<file path="src/rtl/core/utf8d_pkg.sv">
// Shared types and helpers for the UTF-8 byte stream decoder.
// Holds the micro-op format passed from the front end to the back end.
// No dependencies.
`default_nettype none

package utf8d_pkg;

  localparam int unsigned BYTE_W = 8;
  localparam int unsigned CP_W   = 36;
  localparam int unsigned LEN_W  = 3;
  localparam int unsigned BITS_W = 7;
  localparam int unsigned CONT_W = 6;

  // Kind of work one input byte causes in the back end.
  typedef enum logic [1:0] {
    UOP_SINGLE = 2'd0,  // whole symbol in one byte
    UOP_LEAD   = 2'd1,  // lead byte of a multi-byte symbol
    UOP_CONT   = 2'd2,  // continuation byte, more to follow
    UOP_LAST   = 2'd3   // final continuation byte
  } uop_kind_t;

  typedef struct packed {
    uop_kind_t         kind;
    logic [LEN_W-1:0]  len;
    logic [BITS_W-1:0] bits;
  } uop_t;

  typedef struct packed {
    logic full;
    logic empty;
  } q_status_t;

  // Symbol length from a lead byte: leading ones, with 0 or 1 giving 1
  // and all ones capped at 7.
  function automatic logic [LEN_W-1:0] lead_len(input logic [BYTE_W-1:0] b);
    logic [LEN_W-1:0] n;
    begin
      unique casez (b)
        8'b0???????: n = 3'd1;
        8'b10??????: n = 3'd1;
        8'b110?????: n = 3'd2;
        8'b1110????: n = 3'd3;
        8'b11110???: n = 3'd4;
        8'b111110??: n = 3'd5;
        8'b1111110?: n = 3'd6;
        default:     n = 3'd7;
      endcase
      return n;
    end
  endfunction

endpackage

`default_nettype wire

</file>
<file path="src/rtl/core/utf8_byte_stream_decoder.sv">
// Top level of the permissive UTF-8 byte stream decoder.
// Instantiates utf8d_front, utf8d_queue and utf8d_back; uses utf8d_pkg.
`default_nettype none

// The decoder takes one raw byte per transfer on the input queue and
// delivers one decoded symbol per transfer on the result queue. The
// number of leading ones of a lead byte sets the symbol length (one to
// seven bytes; a byte with zero or one leading ones is a symbol by
// itself and 0xFF counts as a seven-byte lead). Continuation bytes are
// never checked: their low six bits are shifted into a 36-bit value and
// anything above bit 35 is dropped. The decoder sustains one byte per
// clock cycle while in_full is low. A byte that completes a symbol is
// written into the micro-op queue between the front end (which classifies
// bytes) and the back end (which accumulates the value), and reaches the
// output register when the back end takes it, which it does only while
// its output slot is free or being popped. in_full rises only when the
// micro-op queue of QUEUE_DEPTH entries has filled because results are
// not being popped. A symbol that never completes produces no result.
module utf8_byte_stream_decoder import utf8d_pkg::*; #(
  parameter int unsigned QUEUE_DEPTH = 4
) (
  input  wire logic              clk,
  input  wire logic              rst_n,
  input  wire logic [BYTE_W-1:0] in_byte,
  input  wire logic              in_push,
  output logic                   in_full,
  output logic [CP_W-1:0]        out_code_point,
  output logic [LEN_W-1:0]       out_symbol_bytes,
  output logic                   out_empty,
  input  wire logic              out_pop
);

  uop_t      front_uop;
  uop_t      back_uop;
  q_status_t q_st;
  logic      in_accept;
  logic      q_take;

  assign in_full   = q_st.full;
  assign in_accept = in_push && !q_st.full;

  // The front end only advances its boundary tracking on a transfer.
  utf8d_front u_front (
    .clk      (clk),
    .rst_n    (rst_n),
    .byte_i   (in_byte),
    .accept_i (in_accept),
    .uop_o    (front_uop)
  );

  utf8d_queue #(
    .DEPTH (QUEUE_DEPTH)
  ) u_queue (
    .clk      (clk),
    .rst_n    (rst_n),
    .push_i   (in_accept),
    .uop_i    (front_uop),
    .pop_i    (q_take),
    .uop_o    (back_uop),
    .status_o (q_st)
  );

  // The back end drains the queue whenever its output slot is free or
  // is being popped in the same cycle.
  utf8d_back u_back (
    .clk            (clk),
    .rst_n          (rst_n),
    .uop_i          (back_uop),
    .uop_empty_i    (q_st.empty),
    .uop_take_o     (q_take),
    .code_point_o   (out_code_point),
    .symbol_bytes_o (out_symbol_bytes),
    .empty_o        (out_empty),
    .pop_i          (out_pop)
  );

  // The queue can never be full and empty at once.
  assert property (@(posedge clk) disable iff (!rst_n) q_st.full |-> !q_st.empty)
    else $error("micro-op queue reports full and empty together");

  // The back end never takes a micro-op from an empty queue.
  assert property (@(posedge clk) disable iff (!rst_n) q_take |-> !q_st.empty)
    else $error("back end took from an empty micro-op queue");

  // An accepted byte is in the queue on the following cycle.
  assert property (@(posedge clk) disable iff (!rst_n)
    (in_push && !in_full) |=> !q_st.empty)
    else $error("accepted byte did not reach the micro-op queue");

endmodule

`default_nettype wire

</file>
<file path="src/rtl/core/utf8d_front.sv">
// Front end of the UTF-8 decoder: tracks symbol boundaries and turns
// each accepted byte into a micro-op. Depends on utf8d_pkg.
`default_nettype none

module utf8d_front import utf8d_pkg::*; (
  input  wire logic              clk,
  input  wire logic              rst_n,
  input  wire logic [BYTE_W-1:0] byte_i,
  input  wire logic              accept_i,
  output uop_t                   uop_o
);

  logic [LEN_W-1:0] bytes_left_r;
  logic [LEN_W-1:0] bytes_left_nxt;
  logic [LEN_W-1:0] len;
  logic [BYTE_W-1:0] lead_bits;

  always_comb begin
    len       = lead_len(byte_i);
    lead_bits = byte_i & (8'hFF >> len);
    uop_o     = '0;
    if (bytes_left_r == '0) begin
      uop_o.kind     = (len == 3'd1) ? UOP_SINGLE : UOP_LEAD;
      uop_o.len      = len;
      uop_o.bits     = lead_bits[BITS_W-1:0];
      bytes_left_nxt = len - 3'd1;
    end else begin
      uop_o.kind     = (bytes_left_r == 3'd1) ? UOP_LAST : UOP_CONT;
      uop_o.len      = bytes_left_r;
      uop_o.bits     = {1'b0, byte_i[CONT_W-1:0]};
      bytes_left_nxt = bytes_left_r - 3'd1;
    end
  end

  always_ff @(posedge clk) begin
    if (!rst_n) begin
      bytes_left_r <= '0;
    end else if (accept_i) begin
      bytes_left_r <= bytes_left_nxt;
    end
  end

endmodule

`default_nettype wire

</file>
<file path="src/rtl/core/utf8d_queue.sv">
// Short first-in first-out queue of micro-ops between front and back end.
// Depends on utf8d_pkg.
`default_nettype none

module utf8d_queue import utf8d_pkg::*; #(
  parameter int unsigned DEPTH = 4
) (
  input  wire logic clk,
  input  wire logic rst_n,
  input  wire logic push_i,
  input  wire uop_t uop_i,
  input  wire logic pop_i,
  output uop_t      uop_o,
  output q_status_t status_o
);

  localparam int unsigned PW = (DEPTH > 1) ? $clog2(DEPTH) : 1;
  localparam int unsigned CW = $clog2(DEPTH + 1);

  uop_t          mem_r [DEPTH];
  logic [PW-1:0] wr_ptr_r;
  logic [PW-1:0] rd_ptr_r;
  logic [CW-1:0] count_r;
  logic          do_push;
  logic          do_pop;

  assign status_o.full  = (count_r == CW'(DEPTH));
  assign status_o.empty = (count_r == '0);
  assign do_push        = push_i && !status_o.full;
  assign do_pop         = pop_i && !status_o.empty;
  assign uop_o          = mem_r[rd_ptr_r];

  always_ff @(posedge clk) begin
    if (do_push) begin
      mem_r[wr_ptr_r] <= uop_i;
    end
  end

  always_ff @(posedge clk) begin
    if (!rst_n) begin
      wr_ptr_r <= '0;
      rd_ptr_r <= '0;
      count_r  <= '0;
    end else begin
      if (do_push) begin
        wr_ptr_r <= (wr_ptr_r == PW'(DEPTH - 1)) ? '0 : wr_ptr_r + 1'b1;
      end
      if (do_pop) begin
        rd_ptr_r <= (rd_ptr_r == PW'(DEPTH - 1)) ? '0 : rd_ptr_r + 1'b1;
      end
      if (do_push && !do_pop) begin
        count_r <= count_r + 1'b1;
      end else if (do_pop && !do_push) begin
        count_r <= count_r - 1'b1;
      end
    end
  end

endmodule

`default_nettype wire

</file>
<file path="src/rtl/core/utf8d_back.sv">
// Back end of the UTF-8 decoder: accumulates code point bits and holds
// the finished symbol in an output register. Depends on utf8d_pkg.
`default_nettype none

module utf8d_back import utf8d_pkg::*; (
  input  wire logic             clk,
  input  wire logic             rst_n,
  input  wire uop_t             uop_i,
  input  wire logic             uop_empty_i,
  output logic                  uop_take_o,
  output logic [CP_W-1:0]       code_point_o,
  output logic [LEN_W-1:0]      symbol_bytes_o,
  output logic                  empty_o,
  input  wire logic             pop_i
);

  logic [CP_W-1:0]  acc_r;
  logic [LEN_W-1:0] len_r;
  logic             out_valid_r;
  logic [CP_W-1:0]  out_cp_r;
  logic [LEN_W-1:0] out_len_r;
  logic             slot_free;
  logic [CP_W-1:0]  acc_shift;

  // The output slot frees up in the same cycle it is popped.
  assign slot_free  = !out_valid_r || pop_i;
  assign uop_take_o = !uop_empty_i && slot_free;
  assign acc_shift  = {acc_r[CP_W-CONT_W-1:0], uop_i.bits[CONT_W-1:0]};

  always_ff @(posedge clk) begin
    if (uop_take_o) begin
      case (uop_i.kind)
        UOP_SINGLE: begin
          out_cp_r  <= CP_W'(uop_i.bits);
          out_len_r <= 3'd1;
        end
        UOP_LEAD: begin
          acc_r <= CP_W'(uop_i.bits);
          len_r <= uop_i.len;
        end
        UOP_CONT: begin
          acc_r <= acc_shift;
        end
        default: begin
          out_cp_r  <= acc_shift;
          out_len_r <= len_r;
        end
      endcase
    end
  end

  always_ff @(posedge clk) begin
    if (!rst_n) begin
      out_valid_r <= 1'b0;
    end else if (uop_take_o && (uop_i.kind == UOP_SINGLE || uop_i.kind == UOP_LAST)) begin
      out_valid_r <= 1'b1;
    end else if (pop_i) begin
      out_valid_r <= 1'b0;
    end
  end

  assign code_point_o   = out_cp_r;
  assign symbol_bytes_o = out_len_r;
  assign empty_o        = !out_valid_r;

endmodule

`default_nettype wire

</file>
<file path="config.mk">
export PLATFORM = sky130hd
export DESIGN_NAME = utf8_byte_stream_decoder
export DESIGN_NICKNAME = d
export VERILOG_FILES = /design/src/rtl/core/utf8d_pkg.sv /design/src/rtl/core/utf8_byte_stream_decoder.sv /design/src/rtl/core/utf8d_front.sv /design/src/rtl/core/utf8d_queue.sv /design/src/rtl/core/utf8d_back.sv
export SDC_FILE = /design/constraint.sdc
export NUM_CORES = 1
export LEC_CHECK = 0
export ABC_AREA = 1
export BUFFER_PORTS_ARGS = -buffer_cell sky130_fd_sc_hd__buf_4
export CAP_MARGIN = 40
export CORE_MARGIN = 4
export CORE_UTILIZATION = 53
export DETAILED_ROUTE_END_ITERATION = 8
export GPL_ROUTABILITY_DRIVEN = 0
export HOLD_SLACK_MARGIN = 0.08
export PLACE_DENSITY = 0.8
export SYNTH_ARGS = -nofsm -noshare
export SYNTH_HDL_FRONTEND = slang
export SYNTH_SLANG_ARGS = --single-unit
</file>
<file path="constraint.sdc">
create_clock -name clk -period 3.1 [get_ports clk]
set_clock_uncertainty 0.2 [all_clocks]
set_input_delay 0.155 -clock clk [delete_from_list [all_inputs] [get_ports clk]]
set_output_delay 0.155 -clock clk [all_outputs]
set_load 0.005 [all_outputs]
</file>
==> results.md, run 1 <==
- The flow ran to the end, and the final reports show no timing, DRC or antenna violations.
- The detail route stage leaves a number of antenna-violating nets equal to 0.
- The count of inserted antenna diode cells is 0.
- The maximum number of pins on one net before global-route repair is 34.
- Broken down by cell family, the worst path's largest delay share belongs to buffers and inverters.
- In the final routed layout, each cell accounts on average for 14.1 µm.
- The synthesized netlist contains 33 unique library cells.
- Counting both buffers and inverters, the worst setup path holds a total of 6.
- Synthesis handed over a netlist of 457 instances.
- After detailed routing, the number of remaining DRC violations is 0.
- The relative max-transition margin is 61.5%.
- Of the total synthesized cell area, the portion taken by AND, OR, NAND and NOR gates is 10.2%.
- Setup repair after global routing left no endpoint under its margin.
- The total wire length after detailed routing is 9670 µm.
- No sink is reached through more buffers than the 2 on the longest clock path.
- The mean cell area of the mapped netlist is 12.0 µm².
- For this design the total switching power over the nets is 2490 µW.
- The slowest stage of the critical path is the dlygate4sd3_1 cell.
- Per report_power, the combinational group accounts for 32.2% of the total.
- The initial antenna violation count is 0.
- The number of optimization iterations in the first detailed-route pass is 5.
- By area, the combinational part of the netlist is dominated by simple AND/OR/NAND/NOR gates.
- Post-CTS timing repair inserted 0 buffers for setup.
- Sequential elements use 70.6% of the synthesized area.
- Dividing total power by cell area gives a power density of 1120 mW/mm².
- The library cell used most frequently in the layout, excluding fill and tap cells, is edfxtp_1.
- The largest voltage drop on the vdd net is 0.497 mV.
- Measured along the x axis, the die boundary spans 110 µm.
- The met3 track demand over resource is 5.70%.
- The portion of synthesized area spent on multiplexers is 0%.
- Among the stages of the critical path, the cell type that occurs most often is dlygate4sd3_1.
- The critical path goes through dlygate4sd3_1 > buf_4 > inv_1 > nand2_1 > dlygate4sd3_1 > nand3_1 > dlygate4sd3_1 > inv_1 > nand2_1 > ha_1 > a211oi_1.
- The achievable frequency is 338 MHz.
- The detailed router finished its first iteration with 165 violations.
- The post-route netlist has 21.4% of its cells at a drive strength greater than 1.
- The type of element launching the critical path is an input pin.
- Clock tree synthesis selected as its root buffer the cell clkbuf_8.
- By startpoint and endpoint, the worst setup path is classified as in -> reg.
- STA classifies the critical path endpoint as a register.
- The clock network accounts for 24.6% of the total power.
- The overall track demand over capacity in global routing is 17.8%.
- The via-per-instance ratio is 4.86.
- The post-synthesis net count is 486.
- The internal portion of the total power is 5140 µW.
- The tightest min-delay check is of the in -> reg type.
- Adding up every negative setup slack in the final design gives 0 ps.
- The remaining global-route overflow is 0.
- The global-route wire length before repair is 16000 µm.
- The clock net in this run drives a total of 133 sinks.
- At the later pin of the worst-skew pair, clock insertion delay measures 500 ps.
- The number of ports placed on the die boundary is 53.
- The synthesized flop and latch total is 133.
- The detailed-placement wirelength estimate is 6250 µm.
- Setup violations remaining at the end of the flow were counted as 0.
- After synthesis the cells add up to 0.00547 mm².
- In the global route stage, met1 resource usage came out at 20.1%.
- The transition at the pin with the smallest max-transition slack is 573 ps.
- The share of the cycle needed by the critical path after routing is 95.5%.
- In this run the core area contains 36 standard-cell rows.
- Counting the buffers created by CTS gives 17.
- The total count of max-transition violations in the final report is 0.
- The floorplan step defined a die boundary enclosing 0.0120 mm².
- The worst setup margin is 140 ps.
- The complex-gate fraction of the synthesized area is 6.93%.
- Counting the fill cells in the layout gives 698.
- Once the floorplan was initialized, standard cells occupied 55.2% of the core.
- The total number of vias is 3341.
- The number of global-route vias before repair is 3405.
- The worst slack at placement is 595 ps.
- The number of port buffers is 52.
- For met2 alone, demand over resource in global routing was 32.0%.
- The layout overhead on the synthesized area is 24.5%.
- For the finished layout, the period the worst path requires is 2960 ps.
- The global-route layer with the greatest usage is met2.
- In this design, the stage delay of the slowest critical-path cell is 560 ps.
- Of all nets on the critical path, the largest fanout is 4.
- The number of max-cap violations is 0.
- The number of H-tree levels is 4.
- The analysis attributes to cell leakage a power of 0.00294 µW.
- After the last flow step, the layout net total stands at 571.
- The share of total power dissipated in sequential elements is 43.1%.
- The synthesized netlist devotes 0.320% of its cell area to XOR and XNOR gates.
- The required time of the critical path is 3120 ps.
- Data arrives at the worst endpoint at 2980 ps.
- Net switching is 32.6% of the power.
- The region available for standard cell placement spans 0.00991 mm².
- Yosys printed 0 warnings.
- The CTS tree is yes.
- The clock-pin slew on the worst setup and hold paths is 60 ps.
- The library cells used most frequently in the layout, excluding fill and tap cells, are edfxtp_1 (120), inv_1 (85), nor2_1 (68).
- The height of the die is 110 µm.
- The hold violation count in the final report came to 0.
- The post-synthesis adder-cell area fraction is 4.03%.
synth_stat cells, drive strengths merged:
| library cell | count | area, µm² |
|---|---|---|
| a211oi | 2 | 20.0 |
| a21boi | 1 | 7.51 |
| a21oi | 11 | 55.1 |
| a31oi | 1 | 21.3 |
| a32oi | 2 | 32.5 |
| and2 | 1 | 6.26 |
| buf | 9 | 56.3 |
| clkbuf | 5 | 18.8 |
| dfxtp | 13 | 260 |
| edfxtp | 120 | 3600 |
| fa | 1 | 20.0 |
| ha | 16 | 200 |
| inv | 95 | 357 |
| nand2 | 54 | 220 |
| nand3 | 6 | 30.0 |
| nand4 | 1 | 6.26 |
| nor2 | 72 | 288 |
| o211a | 1 | 10.0 |
| o211ai | 1 | 7.51 |
| o21ai | 32 | 160 |
| o22a | 1 | 8.76 |
| o22ai | 9 | 56.3 |
| or2 | 1 | 6.26 |
| xor2 | 2 | 17.5 |
area by class of cell:
class	count	area, µm²	area share (%)
Tap cell	133	166	2.44
Clock buffer	17	414	6.08
Multi-Input combinational cell	215	1180	17.4
Sequential cell	133	3860	56.8
Clock inverter	15	159	2.33
Inverter	95	357	5.24
Timing Repair Buffer	80	666	9.78
power by group through the flow:
stage | Clock (µW) | Combinational, µW | Sequential [µW]
after detailed placement | 0 | 2440 | 3320
final | 1880 | 2460 | 3290
after floorplan | 0 | 1390 | 3320
after global routing | 1990 | 2790 | 3350
after global placement | 0 | 2350 | 3290
after CTS | 1900 | 2510 | 3300
stage by stage:
step	hold WS [ps]	instances	power, µW	area (µm²)	util [%]
after floorplan	53.9	457	4710	5470	-
after global placement	162	640	5650	6070	61.3
after detailed placement	170	640	5760	6070	61.3
after CTS	193	688	7710	6810	68.7
after global routing	205	688	8130	6810	68.7
final	206	688	7630	6810	68.7
final timing paths:
path                            slack, ps                                     end  depth (start not counted)                       from
worst max-delay path                  140           u_queue.mem_r[3][5]$_DFFE_PP_                         11                 in_byte[4]
worst min-delay path                  210           u_queue.mem_r[1][0]$_DFFE_PP_                          2                 in_byte[0]
worst max register to register        610   u_back.code_point_o[11]$_SDFFCE_PN0P_                          7                   register
worst min register to register        300  u_back.symbol_bytes_o[0]$_SDFFCE_PN1P_                          1  u_back.len_r[0]$_DFFE_PP_
repair_timing:
item | 4_1_cts | 5_1_grt
resized for setup | 0 | 0
endpoints found under the hold margin | 41 | 0
hold buffers | 16 | 0
layer usage:
metal | part of all wire [%] | vias up | wire length, µm
li1 | - | 1669 | -
met1 | 41 | 1563 | 3920
met2 | 53 | 99 | 5120
met3 | 5.1 | 10 | 496
met4 | 1.4 | 0 | 140
met5 | 0 | - | 0
flip-flops by register name, summed over array words and instances (netlist names), named ones only:
name	cells
u_queue.mem_r	48
u_back.code_point_o	36
u_back.acc_r	30
u_back.len_r	3
u_back.symbol_bytes_o	3
u_front.bytes_left_r	3
u_queue.count_r	3
u_queue.rd_ptr_r	2
u_queue.wr_ptr_r	2
u_back.out_valid_r	1
cells by family after synthesis:
group | Yosys count
AO/OA/AOI/OAI | 61
flip-flops | 133
adder cells (fa/ha/maj) | 17
buffers and inverters | 109
AND/OR/NAND/NOR | 135
XOR/XNOR | 2
worst register-to-register path: stages, from the launching register on:
cell     delay [ps]
dfxtp_1         350
inv_2           340
nand2_1         160
a32oi_2         250
inv_2            60
ha_1            320
nor2_4          260
buf_12          240
Note: power is estimated with default switching activity, not from simulation.
==> run 2, diff against run 1 <==
--- a/config.mk
+++ b/config.mk
@@ -9,11 +9,12 @@
 export BUFFER_PORTS_ARGS = -buffer_cell sky130_fd_sc_hd__buf_4
 export CAP_MARGIN = 40
 export CORE_MARGIN = 4
-export CORE_UTILIZATION = 53
+export CORE_UTILIZATION = 55
+export CTS_BUF_LIST = sky130_fd_sc_hd__clkbuf_2 sky130_fd_sc_hd__clkbuf_4 sky130_fd_sc_hd__clkbuf_8
 export DETAILED_ROUTE_END_ITERATION = 8
 export GPL_ROUTABILITY_DRIVEN = 0
 export HOLD_SLACK_MARGIN = 0.08
-export PLACE_DENSITY = 0.8
+export PLACE_DENSITY = 0.83
 export SYNTH_ARGS = -nofsm -noshare
 export SYNTH_HDL_FRONTEND = slang
 export SYNTH_SLANG_ARGS = --single-unit
==> run 2 against run 1 <==
Critical path depth fell by 4. Power fell by 6.6%. Core utilization fell by 0.89 points. Design area down 3.1%. Count of clock-buffer cells in the layout is the same. Sequential share of layout area increased by 1.8 points. Combinational power shrank 2%. Cell count decreased by 0.44%. Routed wire length is 1.9% higher. First-iteration DRC count decreased by 15%. Sequential power is essentially flat.
==> results.md, run 2 (synthesis results as in run 1) <==
- The maximum number of pins on one net before global-route repair is 34 (unchanged).
- The number of optimization iterations in the first detailed-route pass is 4 (-1).
- The total wire length after detailed routing was 9860 µm (+1.9%).
- The required time of the critical path is 3020 ps (-100 ps).
- The number of port buffers is 52 (unchanged).
- The total number of vias is 3366 (+0.75%).
- The root buffer cell chosen for the clock tree is clkbuf_8.
- The number of max-cap violations was 0 (unchanged).
- The share of the cycle needed by the critical path after routing was 83.7% (-12 points).
- The count of inserted antenna diode cells is 0 (unchanged).
- The initial standard-cell utilization of the core came to 56.2% (+1.0 points).
- The number of hold buffers added after cts is 14 (-2).
- The library cell used most frequently in the layout, excluding fill and tap cells, is edfxtp_1.
- The die area is 0.0116 mm² (-3.4%).
- The number of H-tree levels is 4 (unchanged).
- The die width is 108 µm (-1.7%).
- The worst hold-check path type is in -> reg.
- The count of nets left with antenna violations after detail routing came to 0 (unchanged).
- The maximum number of buffers from clock root to sink is 2 (unchanged).
- The final standard cell utilization of the core is 67.8% (-0.89 points).
- STA classifies the critical path endpoint as a register.
- The share of post-route cells with drive strength above 1 is 21.4% (-0.065 points).
- The leakage power summed over all cells came to 0.00286 µW (-2.6%).
- The number of global-route vias before repair is 3421 (+0.47%).
- Traced cell by cell, the critical path runs through inv_1 > a21oi_1 > a32oi_2 > inv_2 > ha_1 > nor2_4 > buf_12.
- The number of gates resized after CTS is 0 (unchanged).
- The biggest fanout along the worst timing path was 33 (+29).
- The remaining global-route overflow was 0 (unchanged).
- The number of clock sinks seen by CTS is 133 (unchanged).
- The cell family contributing the most delay on the critical path is buffers and inverters.
- The final number of setup-violating endpoints came to 0 (unchanged).
- The number of ports placed on the die boundary is 53 (unchanged).
- The hold violation count in the final report is 0 (unchanged).
- The overall track demand over capacity in global routing came to 18.9% (+1.2 points).
- The row count is 36 (unchanged).
- The DRC violation count after routing is 0 (unchanged).
- The category of the critical setup timing path is reg -> reg.
- The placeable core region came to 0.00973 mm² (-1.8%).
- The top cell types in the final layout, fill and taps aside, are edfxtp_1 (120), inv_1 (85), nor2_1 (68).
- The routed length per instance was 14.4 µm (+2.4%).
- The height of the die was 108 µm (-1.7%).
- The largest voltage drop on the vdd net is 0.571 mV (+15%).
- The power density over the cells came to 1080 mW/mm² (-3.6%).
- The transition at the pin with the smallest max-transition slack is 501 ps (-72.4 ps).
- The aggregate negative setup slack is 0 ps (unchanged).
- STA classifies the critical path startpoint as a register.
- The worst hold margin was 283 ps (+77.2 ps).
- The critical path buffer and inverter count is 3 (-3).
- The DRC marker count from the first detailed-route iteration is 140 (-15%).
- Setup repair after global routing left no endpoint under its margin.
- The run finished with clean final reports.
- TritonCTS built the clock tree.
- The via-per-instance ratio is 4.91 (+1.2%).
- The relative max-transition margin is 66.6% (+5.1 points).
- The total count of max-transition violations in the final report is 0 (unchanged).
- The number of nets at the end of the flow is 568 (-0.53%).
- The global-route wire length before repair is 16500 µm (+3.0%).
- The area growth from synthesis to layout is 20.6%.
- The biggest cell delay along the critical path is 400 ps (-160 ps).
- The clock latency on the worst-skew pair is 430 ps (-70 ps).
- The post-route minimum period is 2590 ps (-367 ps).
- The data arrival time of the critical path is 2520 ps (-460 ps).
- u_queue.mem_r holds more flip-flops than any other register.
- The achievable frequency is 386 MHz (+14%).
- The slowest stage of the critical path is the dfxtp_1 cell.
- The detailed-placement wirelength estimate is 6700 µm (+7.2%).
- The total of fill cells in the finished design is 695 (-0.43%).
- The number of flip-flops under the largest register name is 48 (unchanged).
- The number of buffers created by CTS is 17 (unchanged).
- The initial antenna violation count is 0 (unchanged).
- The total setup buffers inserted after CTS is 0 (unchanged).
- The clock-pin slew on the worst setup and hold paths is 70 ps (about the same).
run 2: changes by cell type in the layout (fill, tap and decap cells not counted), sizes merged:
cell and delta:
clkinv +3, inv +1, dlygate4sd3 -2, buf -1, clkinvlp -4
run 2: worst register-to-register path, delay by kind of cell, from the launching register on:
family	cells	cell delay (ps)
compound gates	2	400
fa+ha+maj	1	320
flops	1	400
simple gates	1	270
buf+inv	3	700
run 2: area by class of cell:
cell class / count / area, µm² / area share (%)
clock buffers: 17 / 234 / 3.55
clock inverters: 15 / 156 / 2.37
multi-input cells: 215 / 1180 / 17.9
repair buffers: 77 / 638 / 9.67
inverters: 95 / 357 / 5.41
well taps: 133 / 166 / 2.52
flip-flops and latches: 133 / 3860 / 58.6
run 2: where the power goes:
part           switching, µW  internal (µW)
clock                    674            718
sequential               272           3040
combinational           1480            937
run 2: path summary, 6_finish.rpt:
kind / to / depth (start not counted) / slack (ps) / startpoint
max: u_back.code_point_o[27]$_SDFFCE_PN0P_ / 7 / 510 / register
min: u_queue.mem_r[0][0]$_DFFE_PP_ / 2 / 280 / in_byte[0]
max reg2reg: u_back.code_point_o[27]$_SDFFCE_PN0P_ / 7 / 510 / register
min reg2reg: u_back.symbol_bytes_o[0]$_SDFFCE_PN1P_ / 1 / 320 / u_back.len_r[0]$_DFFE_PP_
run 2: metal layers:
layer | GRT usage, % | vias to the layer above | wire [µm]
met5 | 0 | - | 0
met4 | 6.85 | 0 | 159
met3 | 5.04 | 18 | 482
met2 | 33.9 | 103 | 5220
met1 | 21.6 | 1586 | 3990
li1 | - | 1659 | -
run 2: stage by stage:
stage                     total power, µW  setup slack [ps]  instance area (µm²)  std cells
after floorplan                      4710               222                 5470        457
after global placement               5610               630                 6070        639
after detailed placement             5790               503                 6070        639
after CTS                            7200               479                 6600        685
after global routing                 7630               314                 6600        685
final                                7120               507                 6600        685
